### config.mk
export PLATFORM = sky130hd
export DESIGN_NAME = seven_segment_text_formatter_unit
export DESIGN_NICKNAME = d
export VERILOG_FILES = /design/src/rtl/sstf_pkg.sv /design/src/rtl/sstf_csr.sv /design/src/rtl/sstf_core.sv /design/src/rtl/sstf_emit.sv /design/src/rtl/seven_segment_text_formatter_unit.sv
export SDC_FILE = /design/constraint.sdc
export NUM_CORES = 1
export LEC_CHECK = 0
export ABC_AREA = 1
export BUFFER_PORTS_ARGS = -buffer_cell sky130_fd_sc_hd__buf_4
export CORE_ASPECT_RATIO = 1.4
export CORE_UTILIZATION = 55
export CTS_BUF_LIST = sky130_fd_sc_hd__clkbuf_16
export DETAILED_ROUTE_END_ITERATION = 7
export GPL_ROUTABILITY_DRIVEN = 0
export PLACE_DENSITY = 0.79
export SLEW_MARGIN = 20
export SYNTH_ARGS = -nofsm -noshare
export SYNTH_HDL_FRONTEND = slang
export SYNTH_SLANG_ARGS = --single-unit
### constraint.sdc
create_clock -name clock -period 10.2 [get_ports clock]
set_input_delay 1.02 -clock clock [delete_from_list [all_inputs] [get_ports clock]]
set_output_delay 1.02 -clock clock [all_outputs]
set_load 0.02 [all_outputs]
### src/rtl/sstf_pkg.sv
// Shared constants, types and the character-to-segment encoder of the seven-segment formatter.
`default_nettype none

package sstf_pkg;

   localparam int MAX_DIGITS = 8;
   localparam int MAX_TEXT   = 16;

   localparam int DIG_W  = (MAX_DIGITS > 1) ? $clog2(MAX_DIGITS) : 1;
   localparam int DCNT_W = $clog2(MAX_DIGITS + 1);
   localparam int TXT_W  = (MAX_TEXT > 1) ? $clog2(MAX_TEXT) : 1;
   localparam int LEN_W  = $clog2(MAX_TEXT + 1);
   localparam int CUR_W  = $clog2(2 * MAX_DIGITS + MAX_TEXT + 4);

   localparam logic [1:0] REQ_TEXT   = 2'd0;
   localparam logic [1:0] REQ_CLEAR  = 2'd1;
   localparam logic [1:0] REQ_ALL_ON = 2'd2;

   localparam logic [3:0] DIGIT_COUNT_RESET = 4'd4;

   localparam logic [7:0] CHAR_PERIOD = 8'h2E;
   localparam logic [7:0] CHAR_DASH   = 8'h2D;
   localparam logic [7:0] CHAR_STAR   = 8'h2A;
   localparam logic [7:0] CHAR_ZERO   = 8'h30;
   localparam logic [7:0] CHAR_NINE   = 8'h39;
   localparam logic [7:0] CHAR_UC_A   = 8'h41;
   localparam logic [7:0] CHAR_UC_Z   = 8'h5A;
   localparam logic [7:0] CHAR_LC_A   = 8'h61;
   localparam logic [7:0] CHAR_LC_Z   = 8'h7A;
   localparam logic [7:0] LETTER_BASE = 8'd10;

   localparam logic [7:0] PAT_BLANK  = 8'h00;
   localparam logic [7:0] PAT_ALL_ON = 8'hFF;
   localparam logic [7:0] PAT_DASH   = 8'h40;
   localparam logic [7:0] PAT_PERIOD = 8'h80;
   localparam logic [7:0] PAT_DEGREE = 8'h63;

   localparam logic [7:0] SEG_PATTERNS [36] = '{
      8'h3F, 8'h06, 8'h5B, 8'h4F, 8'h66, 8'h6D, 8'h7D, 8'h07, 8'h7F, 8'h6F,
      8'h77, 8'h7C, 8'h39, 8'h5E, 8'h79, 8'h71, 8'h3D, 8'h76, 8'h06, 8'h0E,
      8'h76, 8'h38, 8'h00, 8'h54, 8'h3F, 8'h73, 8'h67, 8'h50, 8'h6D, 8'h78,
      8'h3E, 8'h3E, 8'h00, 8'h76, 8'h6E, 8'h5B
   };

   typedef struct packed {
      logic [DCNT_W-1:0] digits;
      logic              common_cathode;
   } cfg_type;

   typedef struct packed {
      logic              go;
      logic [1:0]        kind;
      logic              flag;
      logic [DCNT_W-1:0] start;
   } emit_cmd_type;

   typedef struct packed {
      logic             en;
      logic [DIG_W-1:0] addr;
      logic [7:0]       data;
   } frame_wr_type;

   function automatic logic [7:0] seg_encode(input logic [7:0] c);
      logic [7:0] b;
      b = PAT_BLANK;
      if (c >= CHAR_ZERO && c <= CHAR_NINE) begin
         b = SEG_PATTERNS[6'(c - CHAR_ZERO)];
      end else if (c >= CHAR_UC_A && c <= CHAR_UC_Z) begin
         b = SEG_PATTERNS[6'(c - CHAR_UC_A + LETTER_BASE)];
      end else if (c >= CHAR_LC_A && c <= CHAR_LC_Z) begin
         b = SEG_PATTERNS[6'(c - CHAR_LC_A + LETTER_BASE)];
      end else if (c == CHAR_DASH) begin
         b = PAT_DASH;
      end else if (c == CHAR_STAR) begin
         b = PAT_DEGREE;
      end else if (c == CHAR_PERIOD) begin
         b = PAT_PERIOD;
      end
      return b;
   endfunction

endpackage

`default_nettype wire

### src/rtl/sstf_csr.sv
// Configuration registers behind the APB-style port.
`default_nettype none

module sstf_csr (
   input  wire logic            clock,
   input  wire logic            reset,
   input  wire logic            csr_psel,
   input  wire logic            csr_penable,
   input  wire logic            csr_pwrite,
   input  wire logic [2:0]      csr_paddr,
   input  wire logic [31:0]     csr_pwdata,
   output logic [31:0]          csr_prdata,
   output logic                 csr_pready,
   output sstf_pkg::cfg_type    cfg
);
   import sstf_pkg::*;

   logic [3:0] digit_count_ff, digit_count_in;
   logic       common_cathode_ff, common_cathode_in;
   logic       wr;

   always_comb begin
      wr = csr_psel && csr_penable && csr_pwrite;
      digit_count_in    = digit_count_ff;
      common_cathode_in = common_cathode_ff;
      if (wr && !csr_paddr[2]) begin
         digit_count_in = csr_pwdata[3:0];
      end
      if (wr && csr_paddr[2]) begin
         common_cathode_in = csr_pwdata[0];
      end
   end

   always_ff @(posedge clock) begin
      if (reset) begin
         digit_count_ff    <= DIGIT_COUNT_RESET;
         common_cathode_ff <= 1'b1;
      end else begin
         digit_count_ff    <= digit_count_in;
         common_cathode_ff <= common_cathode_in;
      end
   end

   // 0 counts as one digit, anything above the maximum as the maximum
   always_comb begin
      if (digit_count_ff == 4'd0) begin
         cfg.digits = DCNT_W'(1);
      end else if (int'(digit_count_ff) > MAX_DIGITS) begin
         cfg.digits = DCNT_W'(MAX_DIGITS);
      end else begin
         cfg.digits = DCNT_W'(digit_count_ff);
      end
      cfg.common_cathode = common_cathode_ff;
      csr_prdata = csr_paddr[2] ? {31'd0, common_cathode_ff} : {28'd0, digit_count_ff};
      csr_pready = 1'b1;
   end

endmodule

`default_nettype wire

### src/rtl/sstf_core.sv
// Text loader and justify walk over the text memory, writing the frame memory.
`default_nettype none

module sstf_core (
   input  wire logic                     clock,
   input  wire logic                     reset,
   input  wire logic                     req_valid,
   output logic                          req_ready,
   input  wire logic [1:0]               req_type,
   input  wire logic [7:0]               req_char_code,
   input  wire logic                     req_last_char,
   input  wire logic [sstf_pkg::DCNT_W-1:0] digits,
   input  wire logic                     emit_busy,
   output sstf_pkg::emit_cmd_type        emit_cmd,
   output sstf_pkg::frame_wr_type        frame_wr
);
   import sstf_pkg::*;

   localparam logic ST_IDLE = 1'b0;
   localparam logic ST_SCAN = 1'b1;

   logic [7:0] text_mem [MAX_TEXT];

   logic              state_ff, state_in;
   logic [LEN_W-1:0]  len_ff, len_in;
   logic [LEN_W-1:0]  pc_ff, pc_in;
   logic              ovf_ff, ovf_in;
   logic [LEN_W-1:0]  scan_len_ff, scan_len_in;
   logic [CUR_W-1:0]  rd_idx_ff, rd_idx_in;
   logic              proc_ff, proc_in;
   logic              pend_ff, pend_in;
   logic [7:0]        pend_byte_ff, pend_byte_in;
   logic [DCNT_W-1:0] d_ff, d_in;
   logic [DCNT_W-1:0] start_ff, start_in;
   logic [7:0]        rd_data_ff;
   logic              rd_ok_ff, rd_ok_in;

   logic              accept, mem_we, len_room, is_period, too_long, scan_per;
   logic [LEN_W-1:0]  len_new, pc_new, nonper;
   logic              ovf_new;
   logic [DCNT_W-1:0] start_calc;
   logic [7:0]        scan_ch;

   always_comb begin
      state_in     = state_ff;
      len_in       = len_ff;
      pc_in        = pc_ff;
      ovf_in       = ovf_ff;
      scan_len_in  = scan_len_ff;
      rd_idx_in    = rd_idx_ff;
      proc_in      = 1'b0;
      pend_in      = pend_ff;
      pend_byte_in = pend_byte_ff;
      d_in         = d_ff;
      start_in     = start_ff;
      rd_ok_in     = rd_ok_ff;
      emit_cmd     = '0;
      frame_wr     = '0;
      mem_we       = 1'b0;

      req_ready = (state_ff == ST_IDLE) && !emit_busy;
      accept    = req_valid && req_ready;

      len_room  = int'(len_ff) < MAX_TEXT;
      is_period = req_char_code == CHAR_PERIOD;
      len_new   = len_room ? len_ff + 1'b1 : len_ff;
      pc_new    = (len_room && is_period) ? pc_ff + 1'b1 : pc_ff;
      ovf_new   = ovf_ff || !len_room;
      nonper    = len_new - pc_new;
      too_long  = ovf_new || (int'(nonper) > int'(digits));
      start_calc = DCNT_W'(int'(digits) - int'(nonper));

      scan_ch  = rd_ok_ff ? rd_data_ff : 8'h00;
      scan_per = rd_ok_ff && (rd_data_ff == CHAR_PERIOD);

      case (state_ff)
         ST_IDLE: begin
            if (accept) begin
               case (req_type)
                  REQ_TEXT: begin
                     mem_we = len_room;
                     if (req_last_char) begin
                        len_in = '0;
                        pc_in  = '0;
                        ovf_in = 1'b0;
                        if (too_long || nonper == '0) begin
                           emit_cmd.go    = 1'b1;
                           emit_cmd.kind  = REQ_TEXT;
                           emit_cmd.flag  = too_long;
                           emit_cmd.start = start_calc;
                        end else begin
                           state_in    = ST_SCAN;
                           scan_len_in = len_new;
                           rd_idx_in   = '0;
                           pend_in     = 1'b0;
                           d_in        = start_calc;
                           start_in    = start_calc;
                        end
                     end else begin
                        len_in = len_new;
                        pc_in  = pc_new;
                        ovf_in = ovf_new;
                     end
                  end
                  REQ_CLEAR, REQ_ALL_ON: begin
                     emit_cmd.go   = 1'b1;
                     emit_cmd.kind = req_type;
                  end
                  default: begin
                  end
               endcase
            end
         end
         ST_SCAN: begin
            // one character consumed per cycle; a pending byte waits for the next character, which may add its period
            rd_idx_in = rd_idx_ff + 1'b1;
            rd_ok_in  = rd_idx_ff < CUR_W'(scan_len_ff);
            proc_in   = 1'b1;
            if (proc_ff) begin
               if (!pend_ff) begin
                  pend_in      = 1'b1;
                  pend_byte_in = seg_encode(scan_ch);
               end else begin
                  frame_wr.en   = 1'b1;
                  frame_wr.addr = d_ff[DIG_W-1:0];
                  frame_wr.data = scan_per ? (pend_byte_ff | PAT_PERIOD) : pend_byte_ff;
                  d_in          = d_ff + 1'b1;
                  if (scan_per) begin
                     pend_in = 1'b0;
                  end else begin
                     pend_byte_in = seg_encode(scan_ch);
                  end
                  if (d_ff + 1'b1 == digits) begin
                     state_in       = ST_IDLE;
                     proc_in        = 1'b0;
                     emit_cmd.go    = 1'b1;
                     emit_cmd.kind  = REQ_TEXT;
                     emit_cmd.flag  = 1'b0;
                     emit_cmd.start = start_ff;
                  end
               end
            end
         end
         default: begin
            state_in = ST_IDLE;
         end
      endcase
   end

   always_ff @(posedge clock) begin
      if (mem_we) begin
         text_mem[len_ff[TXT_W-1:0]] <= req_char_code;
      end
      rd_data_ff <= text_mem[rd_idx_ff[TXT_W-1:0]];
   end

   always_ff @(posedge clock) begin
      if (reset) begin
         state_ff <= ST_IDLE;
         len_ff   <= '0;
         pc_ff    <= '0;
         ovf_ff   <= 1'b0;
         proc_ff  <= 1'b0;
         pend_ff  <= 1'b0;
      end else begin
         state_ff <= state_in;
         len_ff   <= len_in;
         pc_ff    <= pc_in;
         ovf_ff   <= ovf_in;
         proc_ff  <= proc_in;
         pend_ff  <= pend_in;
      end
   end

   always_ff @(posedge clock) begin
      scan_len_ff  <= scan_len_in;
      rd_idx_ff    <= rd_idx_in;
      pend_byte_ff <= pend_byte_in;
      d_ff         <= d_in;
      start_ff     <= start_in;
      rd_ok_ff     <= rd_ok_in;
   end

   a_frame_wr_in_range: assert property (@(posedge clock) disable iff (reset)
      frame_wr.en |-> (d_ff < digits))
      else $error("frame write beyond digit count");

   a_scan_excl_emit: assert property (@(posedge clock) disable iff (reset)
      (state_ff == ST_SCAN) |-> !emit_busy)
      else $error("scan overlaps frame emission");

   a_len_bound: assert property (@(posedge clock) disable iff (reset)
      int'(len_ff) <= MAX_TEXT)
      else $error("text length beyond buffer");

endmodule

`default_nettype wire

### src/rtl/sstf_emit.sv
// Frame memory and digit word emitter with output register.
`default_nettype none

module sstf_emit (
   input  wire logic                   clock,
   input  wire logic                   reset,
   input  sstf_pkg::cfg_type           cfg,
   input  sstf_pkg::emit_cmd_type      emit_cmd,
   input  sstf_pkg::frame_wr_type      frame_wr,
   output logic                        emit_busy,
   output logic                        rsp_valid,
   input  wire logic                   rsp_ready,
   output logic [7:0]                  rsp_segment_byte,
   output logic                        rsp_last_digit,
   output logic                        rsp_text_too_long
);
   import sstf_pkg::*;

   localparam logic [1:0] ST_IDLE = 2'd0;
   localparam logic [1:0] ST_RD   = 2'd1;
   localparam logic [1:0] ST_LD   = 2'd2;

   logic [7:0] frame_mem [MAX_DIGITS];

   logic [1:0]        state_ff, state_in;
   logic [DIG_W-1:0]  e_ff, e_in;
   logic [1:0]        kind_ff, kind_in;
   logic              flag_ff, flag_in;
   logic [DCNT_W-1:0] start_ff, start_in;
   logic [7:0]        rd_data_ff;
   logic              valid_ff, valid_in;
   logic [7:0]        byte_ff, byte_in;
   logic              last_ff, last_in;
   logic              tl_ff, tl_in;
   logic              load;
   logic [7:0]        raw;

   always_comb begin
      state_in = state_ff;
      e_in     = e_ff;
      kind_in  = kind_ff;
      flag_in  = flag_ff;
      start_in = start_ff;
      byte_in  = byte_ff;
      last_in  = last_ff;
      tl_in    = tl_ff;
      valid_in = valid_ff && !rsp_ready;
      load     = (state_ff == ST_LD) && (!valid_ff || rsp_ready);

      case (kind_ff)
         REQ_CLEAR:  raw = PAT_BLANK;
         REQ_ALL_ON: raw = PAT_ALL_ON;
         default:    raw = (flag_ff || int'(e_ff) < int'(start_ff)) ? PAT_BLANK : rd_data_ff;
      endcase

      case (state_ff)
         ST_IDLE: begin
            if (emit_cmd.go) begin
               state_in = ST_RD;
               e_in     = DIG_W'(cfg.digits - 1'b1);
               kind_in  = emit_cmd.kind;
               flag_in  = emit_cmd.flag;
               start_in = emit_cmd.start;
            end
         end
         ST_RD: begin
            state_in = ST_LD;
         end
         ST_LD: begin
            if (load) begin
               valid_in = 1'b1;
               byte_in  = cfg.common_cathode ? raw : ~raw;
               last_in  = e_ff == '0;
               tl_in    = (kind_ff == REQ_TEXT) && flag_ff;
               if (e_ff == '0) begin
                  state_in = ST_IDLE;
               end else begin
                  state_in = ST_RD;
                  e_in     = e_ff - 1'b1;
               end
            end
         end
         default: begin
            state_in = ST_IDLE;
         end
      endcase

      emit_busy         = state_ff != ST_IDLE;
      rsp_valid         = valid_ff;
      rsp_segment_byte  = byte_ff;
      rsp_last_digit    = last_ff;
      rsp_text_too_long = tl_ff;
   end

   always_ff @(posedge clock) begin
      if (frame_wr.en) begin
         frame_mem[frame_wr.addr] <= frame_wr.data;
      end
      rd_data_ff <= frame_mem[e_ff];
   end

   always_ff @(posedge clock) begin
      if (reset) begin
         state_ff <= ST_IDLE;
         valid_ff <= 1'b0;
      end else begin
         state_ff <= state_in;
         valid_ff <= valid_in;
      end
   end

   always_ff @(posedge clock) begin
      e_ff     <= e_in;
      kind_ff  <= kind_in;
      flag_ff  <= flag_in;
      start_ff <= start_in;
      byte_ff  <= byte_in;
      last_ff  <= last_in;
      tl_ff    <= tl_in;
   end

   a_go_when_idle: assert property (@(posedge clock) disable iff (reset)
      emit_cmd.go |-> (state_ff == ST_IDLE))
      else $error("frame started while emitting");

   a_end_of_frame: assert property (@(posedge clock) disable iff (reset)
      (load && e_ff == '0) |=> (state_ff == ST_IDLE && rsp_valid && rsp_last_digit))
      else $error("frame did not close on digit zero");

   a_no_write_while_emit: assert property (@(posedge clock) disable iff (reset)
      frame_wr.en |-> (state_ff == ST_IDLE))
      else $error("frame memory written during emission");

endmodule

`default_nettype wire

### src/rtl/seven_segment_text_formatter_unit.sv
// Top level of the seven-segment text formatter.
`default_nettype none

// Text characters load one per cycle, while no justify walk or frame
// emission is under way, into a 16-entry text memory. A last character,
// unless the text is too long or all periods, starts a justify walk that
// reads that memory one character per cycle, writing digit bytes into an
// 8-entry frame memory. The frame is then sent from the highest digit
// down, each word by a frame memory read, then an output register load
// that waits while the output is stalled; clear and all-on frames follow
// the same steps. A new request is taken once the previous frame has been
// handed to the output register. Text longer than the digits, or than the
// buffer, yields a blank frame with text_too_long set on every word.
module seven_segment_text_formatter_unit (
   input  wire logic        clock,
   input  wire logic        reset,
   input  wire logic        req_valid,
   output logic             req_ready,
   input  wire logic [1:0]  req_type,
   input  wire logic [7:0]  req_char_code,
   input  wire logic        req_last_char,
   output logic             rsp_valid,
   input  wire logic        rsp_ready,
   output logic [7:0]       rsp_segment_byte,
   output logic             rsp_last_digit,
   output logic             rsp_text_too_long,
   input  wire logic        csr_psel,
   input  wire logic        csr_penable,
   input  wire logic        csr_pwrite,
   input  wire logic [2:0]  csr_paddr,
   input  wire logic [31:0] csr_pwdata,
   output logic [31:0]      csr_prdata,
   output logic             csr_pready
);
   import sstf_pkg::*;

   cfg_type      cfg;
   emit_cmd_type emit_cmd;
   frame_wr_type frame_wr;
   logic         emit_busy;

   sstf_csr u_csr (
      .clock       (clock),
      .reset       (reset),
      .csr_psel    (csr_psel),
      .csr_penable (csr_penable),
      .csr_pwrite  (csr_pwrite),
      .csr_paddr   (csr_paddr),
      .csr_pwdata  (csr_pwdata),
      .csr_prdata  (csr_prdata),
      .csr_pready  (csr_pready),
      .cfg         (cfg)
   );

   sstf_core u_core (
      .clock         (clock),
      .reset         (reset),
      .req_valid     (req_valid),
      .req_ready     (req_ready),
      .req_type      (req_type),
      .req_char_code (req_char_code),
      .req_last_char (req_last_char),
      .digits        (cfg.digits),
      .emit_busy     (emit_busy),
      .emit_cmd      (emit_cmd),
      .frame_wr      (frame_wr)
   );

   sstf_emit u_emit (
      .clock             (clock),
      .reset             (reset),
      .cfg               (cfg),
      .emit_cmd          (emit_cmd),
      .frame_wr          (frame_wr),
      .emit_busy         (emit_busy),
      .rsp_valid         (rsp_valid),
      .rsp_ready         (rsp_ready),
      .rsp_segment_byte  (rsp_segment_byte),
      .rsp_last_digit    (rsp_last_digit),
      .rsp_text_too_long (rsp_text_too_long)
   );

endmodule

`default_nettype wire
Word level (Yosys, flattened, before mapping)

Memories as Yosys holds them, arrays and structs flattened. A register that Yosys moved wholly into a read port is not among the register bits.
Cells that the tools add are included.

Input bits: 53
Logic and storage cells: 211
Memory bits (read-only): 1536
Bits in writable memories: 192
Memories kept: 5
Latch bits: 0
Register bits: 70
Output and inout bits: 45

Memory list:

| memory           | words | width | read ports | clocked after Yosys merged registers in | wr ports | line            | RTL |
|---|---|---|---|---|---|---|---|
| (no name shown)  | 64    | 8     | 1          | 0                                       | 0        | sstf_pkg.sv:71  | `b = SEG_PATTERNS[6'(c - CHAR_LC_A + LETTER_BASE)];` |
| (no name shown)  | 64    | 8     | 1          | 0                                       | 0        | sstf_pkg.sv:67  | `b = SEG_PATTERNS[6'(c - CHAR_ZERO)];` |
| (no name shown)  | 64    | 8     | 1          | 0                                       | 0        | sstf_pkg.sv:69  | `b = SEG_PATTERNS[6'(c - CHAR_UC_A + LETTER_BASE)];` |
| u_core.text_mem  | 16    | 8     | 1          | 1                                       | 1        | sstf_core.sv:22 | `logic [7:0] text_mem [MAX_TEXT];` |
| u_emit.frame_mem | 8     | 8     | 1          | 1                                       | 1        | sstf_emit.sv:23 | `logic [7:0] frame_mem [MAX_DIGITS];` |

Multiply operators: 0
Reduce and logical (&&, ||, !) cells: 44
$add $sub $neg: 13
Bitwise logic cells: 6
Div/mod/pow operators: 0
Shift-type cells: 0
Order comparisons: 14
Equality and inequality tests: 22
Muxes and demuxes: 84

Operators by type and width:

| cell                                                              | number |
|---|---|
| 2-to-1 mux 8 bit                                                  | 24 |
| equality test 8 x 6 -> 1 bit, second input constant               | 5 |
| 2-to-1 mux 12 bit                                                 | 3 |
| 2-to-1 mux 4 bit                                                  | 9 |
| case mux 8 bit (2 select lines)                                   | 2 |
| 2-to-1 mux 1 bit                                                  | 25 |
| 2-to-1 mux 5 bit                                                  | 5 |
| 2-to-1 mux 6 bit                                                  | 4 |
| greater-or-equal comparator 7 bit, second input constant          | 3 |
| inverter 6 -> 7 bit                                               | 3 |
| greater-or-equal comparator 8 x 7 -> 1 bit, second input constant | 2 |
| <= comparator 8 x 7 -> 1 bit, second input constant               | 2 |
| != test 2 bit, second input constant                              | 8 |
| logical AND 1 bit                                                 | 14 |
| adder 6 x 4 -> 6 bit, second input constant                       | 2 |
| case mux 3 bit (2 select lines)                                   | 2 |
| case mux 6 bit (2 select lines)                                   | 1 |
| subtractor 6 bit, second input constant                           | 2 |
| adder 5 x 1 -> 5 bit, second input constant                       | 2 |
| AND reduction 5 bit                                               | 2 |
| 2-to-1 mux 3 bit                                                  | 3 |
| greater-or-equal comparator 8 x 6 -> 1 bit, second input constant | 1 |
| <= comparator 8 x 6 -> 1 bit, second input constant               | 1 |
| inverter 8 bit                                                    | 1 |
| other kinds (32)                                                  | 57 |

Longest topological paths before layout

Depth in word-level cells: 14
Mapped depth: 24
Gate-level depth less buffers: 24

By module

Synthesis repeated with hierarchy kept, for this count alone.

Cell total of the unflattened synthesis: 1454
Area total of the unflattened synthesis: 13924.6 sq um

By module, submodules not included:

| module    | area each (sq um) | instances | cells each |
|---|---|---|---|
| sstf_core | 9557.9            | 1         | 1044 |
| sstf_emit | 3837.4            | 1         | 330 |
| sstf_csr  | 529.3             | 1         | 80 |

Worst setup path before layout

No wires, ideal clock.

Path type: input port to flip-flop
From: input req_char_code[6]
To: register u_core.pend_byte_ff[0] (enable)
Arrival: 3.895 ns
Path slack: 5.929 ns
Path buffers: 0
Library setup time: 0.375 ns
Cell stages on the path: 20
Cell sequence: inv_1 nand3_1 nor3_1 or2_2 o21ai_0 inv_1 fa_1 xnor2_1 ha_1 nand2_1 inv_1 nand2_1 nand2_1 nand2_1 nand2_1 a21boi_0 nand4_1 inv_1 nand2_1 a21oi_1

RTL lines:

| what                 | line                                    | RTL |
|---|---|---|
| from (decl)          | seven_segment_text_formatter_unit.sv:20 | `input wire logic [7:0] req_char_code,` |
| to (signal assigned) | sstf_core.sv:178                        | `pend_byte_ff <= pend_byte_in;` |
| to (decl)            | sstf_core.sv:32                         | `logic [7:0] pend_byte_ff, pend_byte_in;` |

==> results.json <==
{
  "insertion_delay_ns": 0.53,
  "cp-start-kind": "primary input",
  "outcome": "finished, final reports clean",
  "vdd_ir_drop_max_uv": 165,
  "synth_seq_cells": 278,
  "p_leak_nw": 5.83,
  "mostFrequentLayoutCells": "240 x edfxtp_1, 219 x nor2_1, 189 x nand2_1",
  "core_area_mm2": 0.0246,
  "syn_area_mm2": 0.0137,
  "num_vias": 9822,
  "drc": 0,
  "io_pins": 98,
  "grt_pass1_vias": 9754,
  "hold_buffers": 0,
  "cts_buffer_depth": 3,
  "tritoncts": "built",
  "synth-warning-count": 0,
  "max_cap_viol_count": 0,
  "yosysUniqueCellTypes": 62,
  "ctsResizeCount": 0,
  "dr.pass1.iters": 6,
  "syn_avg_cell_area_um2": 10.0,
  "maxSlewViolCount": 0,
  "period_minus_slack_ns": 4.57,
  "worst_slew_pin_slew_ns": 1.00,
  "fillCellCount": 1961,
  "multiInputGateArea_mm2": 0.00487,
  "drt_iter0_drc": 598,
  "clk_pin_slew_ns": 0.06,
  "clock-sinks": 278,
  "cts_buffers": 27,
  "synth_edf_count": 240,
  "crit_arrival_ns": 4.73,
  "final_nets": 1495,
  "dpl.cell_count": 1679,
  "syn_to_final_growth_pct": 9.32,
  "routedWlPerCell_um": 17.0,
  "finalInstanceArea_mm2": 0.0150,
  "r2r_slack_ns": 5.86,
  "grt-ovfl-total": 0,
  "max_slew_margin_pct": 33.3,
  "p_total_mw": 2.49,
  "finalSetupViolations": 0,
  "place.detailed.hpwl_um": 19800,
  "timing.fmax_mhz": 219,
  "layout-drive-gt1-share_pct": 8.42,
  "die_h_um": 189,
  "async_reset_ff_share_pct": 0,
  "fin_cells": 1728,
  "dpl_cell_area_mm2": 0.0141,
  "hp-class": "register to register",
  "crit_fanout": 18,
  "cp-end-kind": "register",
  "grt_pass1_wl_um": 47400,
  "fin_skew_ns": 0.0149,
  "synthCells": 1371,
  "final_common_cell": "edfxtp_1",
  "postCtsSetupRepairBufs": 0,
  "pre_cts_ws_ns": 5.06,
  "layout_setup_ws_ns": 5.63,
  "regArea_mm2": 0.00797,
  "io_buffers": 38,
  "num_rows": 68,
  "viasPerCell": 5.68,
  "drt-total-wl_um": 29300,
  "htree_levels": 1,
  "power_density_mw_per_mm2": 166,
  "cts_root_buffer": "clkbuf_16",
  "ys.flop_type": "edfxtp_1",
  "path_class": "primary input to register",
  "required_ns": 10.35,
  "start_util_pct": 55.8,
  "yosysSeqAreaShare_pct": 58.0,
  "antenna_found_initial": 0,
  "postRouteAntennaNets": 0,
  "die_w_um": 136,
  "grt_max_degree": 69,
  "rsz0062_at_grt": "no",
  "finalCritPeriodShare_pct": 44.8,
  "final_core_util_pct": 61.0,
  "num_antenna_cells": 0,
  "grt_usage_pct": 23.4,
  "finalHoldWorstSlack_ns": 0.487,
  "hold_violations": 0,
  "fin_tns_setup_ns": 0,
  "die_area_mm2": 0.0256
}
==> worst max-delay path, stage by stage <==
cell and delay [ns]:
buf_4 0.22, nand2_1 0.14, nor2_1 0.12, nand3_1 0.15
xor2_1 0.16, inv_1 0.09, ha_1 0.21, fa_1 0.43
xnor2_1 0.29, ha_1 0.34, nand2_1 0.11, inv_1 0.05
nand2_1 0.05, nand2_1 0.04, nand2_1 0.05, nand2_1 0.04
a21boi_0 0.20, nand4_1 0.14, inv_1 0.08, nand2_1 0.15
a21oi_1 0.64
==> Yosys cell counts, types with 3 or more instances <==
library cell | number | area, µm²
dfxtp_1 | 38 | 761
edfxtp_1 | 240 | 7210
o221ai_1 | 14 | 123
a21oi_1 | 40 | 200
mux2i_1 | 12 | 120
or2_2 | 3 | 18.8
o22ai_1 | 11 | 68.8
nor2_1 | 219 | 822
nand2_1 | 189 | 709
nor4_1 | 5 | 31.3
inv_2 | 9 | 33.8
clkinv_1 | 3 | 11.3
o21ai_1 | 9 | 45.0
nor2_2 | 5 | 31.3
nand4_1 | 12 | 75.1
buf_4 | 31 | 233
xor2_1 | 16 | 140
xnor2_1 | 7 | 61.3
nand3_1 | 59 | 295
nand2_2 | 3 | 18.8
o32ai_1 | 20 | 175
ha_1 | 47 | 588
a31oi_1 | 10 | 62.6
nor3_1 | 5 | 25.0
buf_1 | 4 | 15.0
buf_2 | 6 | 30.0
o21ai_0 | 130 | 651
clkbuf_1 | 37 | 139
inv_1 | 133 | 499
nand2_4 | 3 | 33.8
o211ai_1 | 11 | 82.6
==> power breakdown <==
| part | internal (mW) | switching, mW |
|---|---|---|
| Combinational | 0.0741 | 0.167 |
| Clock | 0.580 | 0.402 |
| Sequential | 1.25 | 0.0151 |
==> flip-flops by register name, summed over array words and instances, names as in the netlist, 2 cells and up <==
name	flops
u_core.d_ff	4
u_core.len_ff	5
u_core.pc_ff	5
u_core.pend_byte_ff	8
u_core.rd_data_ff	8
u_core.rd_idx_ff	6
u_core.scan_len_ff	5
u_core.start_ff	4
u_core.text_mem	128
u_csr.digit_count_ff	4
u_emit.e_ff	3
u_emit.frame_mem	64
u_emit.kind_ff	2
u_emit.rd_data_ff	8
u_emit.rsp_segment_byte	8
u_emit.start_ff	4
u_emit.state_ff	2
==> metal layers <==
layer  part of all wire [%]  GRT usage, %
met1                     38          27.1
met2                     53          42.6
met3                    5.2          2.41
met4                    3.9          11.7
met5                      0             0
==> layout make-up <==
| class | instances | area share (%) |
|---|---|---|
| Clock buffer | 27 | 4.50 |
| Clock inverter | 22 | 1.33 |
| Inverter | 147 | 3.73 |
| Multi-Input combinational cell | 894 | 32.5 |
| Sequential cell | 278 | 53.1 |
| Tap cell | 315 | 2.63 |
| Timing Repair Buffer | 45 | 2.25 |
==> kinds of logic (layout without fill, tap and decap cells) <==
logic type,Yosys count,after routing,share of synthesized area [%]
simple gates,514,514,15.9
flops,278,278,58.0
compound gates,266,266,11.7
buf+inv,226,241,7.19
fa+ha+maj,49,49,4.58
xor+xnor,24,24,1.67
mux,12,12,0.875
other cells,2,29,0.0547
==> final timing paths <==
kind | start | end | depth (start not counted)
setup / recovery | req_char_code[2] | u_core.pend_byte_ff[7]$_SDFFCE_PP0P_ | 21
hold reg to reg | u_emit.state_ff[0]$_SDFFE_PP0P_ | u_emit.state_ff[1]$_SDFFE_PP0P_ | 2
hold / removal | u_emit.state_ff[0]$_SDFFE_PP0P_ | u_emit.state_ff[1]$_SDFFE_PP0P_ | 2
setup reg to reg | u_core.len_ff[4]$_SDFFE_PP0P_ | u_core.pend_byte_ff[7]$_SDFFCE_PP0P_ | 19
Note: power is estimated with default switching activity, not from simulation.
